==> src/rtl/tmfc_pkg.sv <==
`timescale 1ns / 1ps
package tmfc_pkg;
   localparam int ID_W  = 10;
   localparam int POS_W = 16;
   localparam int PPM_W = 16;
   localparam int LIM_W = 12;
   localparam int THR_W = PPM_W + LIM_W;
   localparam int DIST_W = 2 * POS_W + 1;

   typedef enum logic [1:0] {
      ACT_OBSERVE = 2'd0,
      ACT_EVAL    = 2'd1,
      ACT_QUERY   = 2'd2,
      ACT_NONE    = 2'd3
   } action_type;

   typedef enum logic [1:0] {
      ST_OK       = 2'd0,
      ST_FULL     = 2'd1,
      ST_NOTFOUND = 2'd2,
      ST_NOSEED   = 2'd3
   } status_type;

   localparam logic [1:0] CSR_SEED = 2'd0;
   localparam logic [1:0] CSR_NEAR = 2'd1;
   localparam logic [1:0] CSR_FAR  = 2'd2;

   // Controller to datapath.
   typedef struct packed {
      logic load;       // capture the request
      logic scan_clr;   // restart the table scan
      logic scan_step;  // advance the scan index
      logic seek_seed;  // search for the seed id instead of the request id
      logic hit_latch;  // latch match at scan index
      logic thr_mul;    // threshold products
      logic thr_sq;     // threshold squares
      logic seed_load;  // read the seed position
      logic dist_mul;   // squared deltas for current entry
      logic dist_upd;   // compare and update flag
      logic obs_write;  // write observation
      logic q_latch;    // latch query result
   } cmd_type;

   // Datapath to controller.
   typedef struct packed {
      logic [1:0] action;
      logic scan_end;   // scan index is at entry count
      logic hit;        // a match has been latched
      logic full;
   } sts_type;
endpackage

==> src/rtl/tmfc_controller.sv <==
`timescale 1ns / 1ps
module tmfc_controller (
   input  logic clock,
   input  logic reset,
   input  logic req_tvalid,
   output logic req_tready,
   output logic rsp_tvalid,
   input  logic rsp_tready,
   input  tmfc_pkg::sts_type sts,
   output tmfc_pkg::cmd_type cmd,
   output logic [1:0] status
);
   import tmfc_pkg::*;

   typedef enum logic [8:0] {
      S_IDLE  = 9'b000000001,
      S_FIND  = 9'b000000010,
      S_DISP  = 9'b000000100,
      S_THR   = 9'b000001000,
      S_SQ    = 9'b000010000,
      S_MUL   = 9'b000100000,
      S_UPD   = 9'b001000000,
      S_QRES  = 9'b010000000,
      S_RSP   = 9'b100000000
   } state_type;

   state_type state_ff, state_in;
   logic [1:0] status_ff, status_in;
   logic fire;

   assign fire = req_tvalid && req_tready;
   assign req_tready = (state_ff == S_IDLE);
   assign rsp_tvalid = (state_ff == S_RSP);
   assign status = status_ff;

   always_comb begin
      state_in = state_ff;
      status_in = status_ff;
      cmd = '0;
      case (state_ff)
         S_IDLE: begin
            cmd.load = 1'b1;
            cmd.scan_clr = 1'b1;
            if (fire) state_in = S_FIND;
         end
         S_FIND: begin
            cmd.seek_seed = (sts.action == ACT_EVAL);
            if (sts.scan_end) begin
               state_in = S_DISP;
            end else begin
               cmd.hit_latch = 1'b1;
               cmd.scan_step = 1'b1;
            end
         end
         S_DISP: begin
            status_in = ST_OK;
            case (sts.action)
               ACT_OBSERVE: begin
                  cmd.obs_write = 1'b1;
                  if (!sts.hit && sts.full) status_in = ST_FULL;
                  state_in = S_RSP;
               end
               ACT_EVAL: begin
                  if (sts.hit) begin
                     cmd.thr_mul = 1'b1;
                     cmd.seed_load = 1'b1;
                     state_in = S_THR;
                  end else begin
                     status_in = ST_NOSEED;
                     state_in = S_RSP;
                  end
               end
               ACT_QUERY: begin
                  cmd.q_latch = 1'b1;
                  if (!sts.hit) status_in = ST_NOTFOUND;
                  state_in = S_QRES;
               end
               default: begin
                  state_in = S_QRES;
               end
            endcase
         end
         S_THR: begin
            cmd.thr_sq = 1'b1;
            cmd.scan_clr = 1'b1;
            state_in = S_SQ;
         end
         S_SQ: begin
            if (sts.scan_end) begin
               state_in = S_RSP;
            end else begin
               cmd.dist_mul = 1'b1;
               state_in = S_MUL;
            end
         end
         S_MUL: begin
            cmd.dist_upd = 1'b1;
            cmd.scan_step = 1'b1;
            state_in = S_SQ;
         end
         S_QRES: state_in = S_RSP;
         S_RSP: if (rsp_tready) state_in = S_IDLE;
         default: state_in = S_IDLE;
      endcase
   end

   always_ff @(posedge clock) begin
      if (reset) begin
         state_ff <= S_IDLE;
         status_ff <= ST_OK;
      end else begin
         state_ff <= state_in;
         status_ff <= status_in;
      end
   end
endmodule

==> config.mk <==
export PLATFORM = sky130hd
export DESIGN_NAME = tmfc_controller
export DESIGN_NICKNAME = d
export VERILOG_FILES = /design/src/rtl/tmfc_pkg.sv /design/src/rtl/tmfc_controller.sv
export SDC_FILE = /design/constraint.sdc
export NUM_CORES = 1
export LEC_CHECK = 0
export BUFFER_PORTS_ARGS = -buffer_cell sky130_fd_sc_hd__buf_2
export CORE_MARGIN = 2
export CORE_UTILIZATION = 42
export CTS_CLUSTER_SIZE = 30
export DETAILED_ROUTE_END_ITERATION = 7
export PLACE_DENSITY = 0.73
export SLEW_MARGIN = 20
export SYNTH_ARGS = -nofsm -noshare
export SYNTH_HDL_FRONTEND = slang
export SYNTH_SLANG_ARGS = --single-unit
==> constraint.sdc <==
create_clock -name clock -period 1.9 [get_ports clock]
set_clock_uncertainty 0.1 [all_clocks]
set_input_delay 0.19 -clock clock [delete_from_list [all_inputs] [get_ports clock]]
set_output_delay 0.19 -clock clock [all_outputs]
set_load 0.05 [all_outputs]
Word level (Yosys, flattened, before mapping):

Cells that the tools add are included.

* flip-flop bits (word level): 11
* word-level logic and storage cells: 47
* bits of input ports: 9

* mux-type cells: 25
* reduce and logical (&&, ||, !) cells: 7
* equality and inequality tests: 13

Operator list (count)
* one-hot mux 9 bit (7 select lines): 1
* two-way mux 9 bit: 5
* one-hot mux 9 bit (2 select lines): 1
* two-way mux 1 bit: 12
* equality test 9 x 1 -> 1 bit, second input constant: 1
* equality test 9 x 2 -> 1 bit, second input constant: 1
* equality test 9 x 3 -> 1 bit, second input constant: 1
* equality test 9 x 4 -> 1 bit, second input constant: 1
* equality test 9 x 5 -> 1 bit, second input constant: 1
* equality test 9 x 6 -> 1 bit, second input constant: 1
* equality test 9 x 8 -> 1 bit, second input constant: 1
* equality test 9 bit, second input constant: 1
* two-way mux 2 bit: 4
* one-hot mux 2 bit (3 select lines): 1
* != test 2 x 1 -> 1 bit, second input constant: 2
* OR reduction 2 bit: 2
* AND reduction 3 bit: 1
* equality test 2 x 1 -> 1 bit, second input constant: 1
* equality test 2 bit, second input constant: 1
* logical AND 1 bit: 2
* logical NOT 2 bit: 1
* != test 2 bit, second input constant: 1
* one-hot mux 1 bit (2 select lines): 1
* logical NOT 1 bit: 1

Longest topological paths before layout:

* word-level depth: 4
* gate-level depth with buffers: 5

Worst setup path after synthesis:

No wires, ideal clock.

* kind: register to output
* from: register state_ff[7]
* to: output port cmd[10] in the netlist's numbering
* arrival time: 2.045 ns
* cell stages (with the launch flop): 5
* slack: -0.435 ns
* buffers on the path: 1
* path through: dfxtp_1 -> buf_6 -> or4_4 -> or3_4 -> a21oi_1

RTL lines
* start, declared: line tmfc_controller.sv:27 `state_type state_ff, state_in;`
* start signal, assigned: line tmfc_controller.sv:112 `state_ff <= state_in;`
* end, declared: line tmfc_controller.sv:10 `output tmfc_pkg::cmd_type cmd,`

==> impl_metrics.env <==
export IMPL_critPathCaptureType="primary output"
export IMPL_ys_types=43
export IMPL_insertedDiodeCount=0
export IMPL_nets=134
export IMPL_vias=786
export IMPL_clock_sinks=10
export IMPL_path_class="flop to primary output"
export IMPL_rows=15
export IMPL_comb_power_share=0.379
export IMPL_synth_area_per_cell_um2=8.58
export IMPL_setup_viol=9
export IMPL_period_share=1.09
export IMPL_area_growth_pct=58.1
export IMPL_p_leak_nw=0.569
export IMPL_yosys_area_top_type="dfxtp_1"
export IMPL_multi_input_area_um2=552
export IMPL_peakVddDrop_mv=0.444
export IMPL_synth_top_family_by_area="simple AND/OR/NAND/NOR gates"
export IMPL_place_inst=130
export IMPL_cp_slowest_stage_delay_ns=0.54
export IMPL_ys_flop_type="dfxtp_1"
export IMPL_crit_chain="or4_4, or3_4, a21oi_2, buf_6"
export IMPL_die_height_um=45.9
export IMPL_via_per_inst=5.57
export IMPL_drt_iter0_markers=8
export IMPL_placed_area_um2=938
export IMPL_cts_tree="built"
export IMPL_tightestPinTransition_ns=0.317
export IMPL_clkLatencyLatePin_ns=0.27
export IMPL_fmax_ghz=0.482
export IMPL_power_density_mw_per_mm2=573
export IMPL_drt_pass1_iter_count=4
export IMPL_swShare=0.331
export IMPL_p_int_uw=447
export IMPL_coreArea_mm2=0.00169
export IMPL_async_reset_ff_frac=0
export IMPL_switching_power_uw=221
export IMPL_fillerInstances=134
export IMPL_power_frac_seq=0.335
export IMPL_yosys_mux_area_fraction=0.0136
export IMPL_crit_family="simple AND/OR/NAND/NOR gates"
export IMPL_status="finished, violations left"
export IMPL_critPathArrivalTime_ns=1.79
export IMPL_gp_congestion=0.857
export IMPL_h_tree_depth=1
export IMPL_design_die_area_mm2=0.00211
export IMPL_numPortBuffers=24
export IMPL_synth_edf_count=0
export IMPL_report_final_slew_viol_count=0
export IMPL_drv_cap=0
export IMPL_synth_common_cells="dfxtp_1, nor2_1, a21oi_1"
export IMPL_grt_max_degree=10
export IMPL_drtAntennaViolNets=0
export IMPL_fin_setup_tns_ns=-0.897
export IMPL_fin_area_mm2=0.00117
export IMPL_power_frac_clock=0.287
export IMPL_setup_worst_path_start_class="flop"
export IMPL_synthTopCellsByArea="dfxtp_1, nor2_1, nor3b_1"
export IMPL_synth_fp_nets=95
export IMPL_synth_cells=86
export IMPL_fin_ws_ns=-0.176
export IMPL_antenna_found_initial=0
export IMPL_crit_buf_inv=1
export IMPL_ys_seq_area_frac=0.271
export IMPL_fin_cells=141
export IMPL_synth_compound_area_frac=0.166
export IMPL_cts_root_buf="clkbuf_4"
export IMPL_min_period_ns=2.08
export IMPL_grt_ovfl_total=0
export IMPL_synth_simple_area_share=0.425
export IMPL_critPathSlowestCell="or4_4"
export IMPL_drcViolationCount=0
export IMPL_grt_pass1_wl_mm=3.30
export IMPL_cts_buffers=3
export IMPL_crit_path_max_fanout=2
export IMPL_layout_area_seq_um2=204
export IMPL_hold_violations=0
export IMPL_clk_pin_slew_ns=0.07
export IMPL_wirelength_mm=2.09
export IMPL_die_w_um=45.9
export IMPL_start_util=0.437
export IMPL_fin_hold_ws_ns=0.0890
export IMPL_synthAdderAreaFrac=0
export IMPL_cts_buffer_depth=2
export IMPL_rsz0062_at_grt="true"
export IMPL_post_drt_wl_per_cell_um=14.8
export IMPL_track_usage=0.218
export IMPL_synth_area_um2=738
export IMPL_hold_class="primary input to flop"
export IMPL_layout_drive_gt1_share=0.573
export IMPL_relSlewSlack=0.787
export IMPL_synth_xor_area_share=0.0356
export IMPL_yosysTopAreaCellShare=0.271
export IMPL_required_ns=1.61
export IMPL_violations="negative setup slack"
export IMPL_yosys_warnings=0
export IMPL_dpl_hpwl_mm=1.45
export IMPL_io_pins=25
export IMPL_first_global_vias=738
export IMPL_synth_ff_latch_count=10
-- cell usage in the layout (no fill, tap or decap), types with 2 or more instances in the layout --
| cell | synthesis | final |
|---|---|---|
| or4_4 | 1 | 2 |
| dfxtp_2 | 0 | 3 |
| nor3b_2 | 0 | 2 |
| nor4_4 | 1 | 2 |
| nor2_1 | 10 | 7 |
| nand2b_1 | 2 | 2 |
| buf_2 | 1 | 10 |
| a21oi_1 | 6 | 3 |
| nor2_4 | 1 | 2 |
| clkbuf_4 | 0 | 3 |
| nor2_2 | 0 | 2 |
| nor3_2 | 0 | 2 |
| nand2_1 | 3 | 2 |
| and3_1 | 2 | 2 |
| buf_6 | 1 | 11 |
| dfxtp_1 | 10 | 7 |
| nor3b_1 | 5 | 3 |
| o211a_1 | 2 | 2 |
| xor2_1 | 2 | 2 |
| a21oi_2 | 0 | 3 |
| buf_4 | 3 | 20 |
| a211o_1 | 2 | 2 |
| inv_1 | 4 | 4 |
-- state kept, by name (all words and copies together), names as in the netlist --
signal	flops
state_ff	8
status	2
-- timing repair --
action | in CTS | in global routing
gates cloned | 0 | 0
setup buffers | 4 | 3
hold endpoints to repair | 0 | 0
gates resized for setup | 28 | 13
pin swaps | 4 | 6
hold buffers | 0 | 0
setup endpoints to repair | 14 | 19
-- kinds of logic (layout without fill, tap and decap cells) --
| family | count (synthesis) | count (layout) |
|---|---|---|
| xor gates and xnor gates | 3 | 3 |
| AOI/OAI and AO/OA | 16 | 16 |
| buffers and inverters | 12 | 50 |
| and+or+nand+nor | 44 | 44 |
| muxes | 1 | 1 |
| DFF | 10 | 10 |
-- worst paths after layout --
| path | from | end | slack (ns) | cells past startpoint |
|---|---|---|---|---|
| min reg2reg | status[0] | status[0] | 0.39 | 2 |
| min | req_tvalid | state_ff[1] | 0.09 | 3 |
| max reg2reg | state_ff[4] | state_ff[4] | -0.07 | 6 |
| max | state_ff[4] | cmd[10] | -0.18 | 4 |
-- power groups by stage --
| stage | Combinational, mW | Clock (mW) | Sequential (mW) |
|---|---|---|---|
| floorplan | 0.156 | 0 | 0.221 |
| global placement | 0.190 | 0 | 0.228 |
| detailed placement | 0.194 | 0 | 0.228 |
| CTS | 0.233 | 0.194 | 0.224 |
| global route | 0.269 | 0.202 | 0.224 |
| finish | 0.253 | 0.192 | 0.224 |
-- per-stage QoR --
stage / power, mW / utilization / worst slack [ns]
floorplan: 0.377 / - / -0.333
global placement: 0.417 / 0.556 / 0.0442
detailed placement: 0.422 / 0.556 / 0.00903
CTS: 0.650 / 0.649 / -0.180
global route: 0.696 / 0.691 / -0.227
finish: 0.669 / 0.691 / -0.176
-- metal layers --
metal / up-vias / part of all wire / global-route usage
met1: 379 / 0.39 / 0.249
met3: 2 / 0.044 / 0.0357
li1: 384 / - / -
met2: 21 / 0.56 / 0.392
met5: - / 0 / 0
met4: 0 / 0.0067 / 0.0914
-- cell type report --
class / count / share of cell area
multi-input cells: 64 / 0.473
repair buffers: 42 / 0.290
flip-flops and latches: 10 / 0.175
clock buffers: 4 / 0.0311
well taps: 17 / 0.0182
inverters: 4 / 0.0129
-- worst register-to-register path: cells and delay by family, from the launching register on --
family	cells	cell delay [ns]
simple gates	2	0.84
buf+inv	2	0.34
flops	1	0.32
compound gates	2	0.27
(Power assumes the default switching activity.)
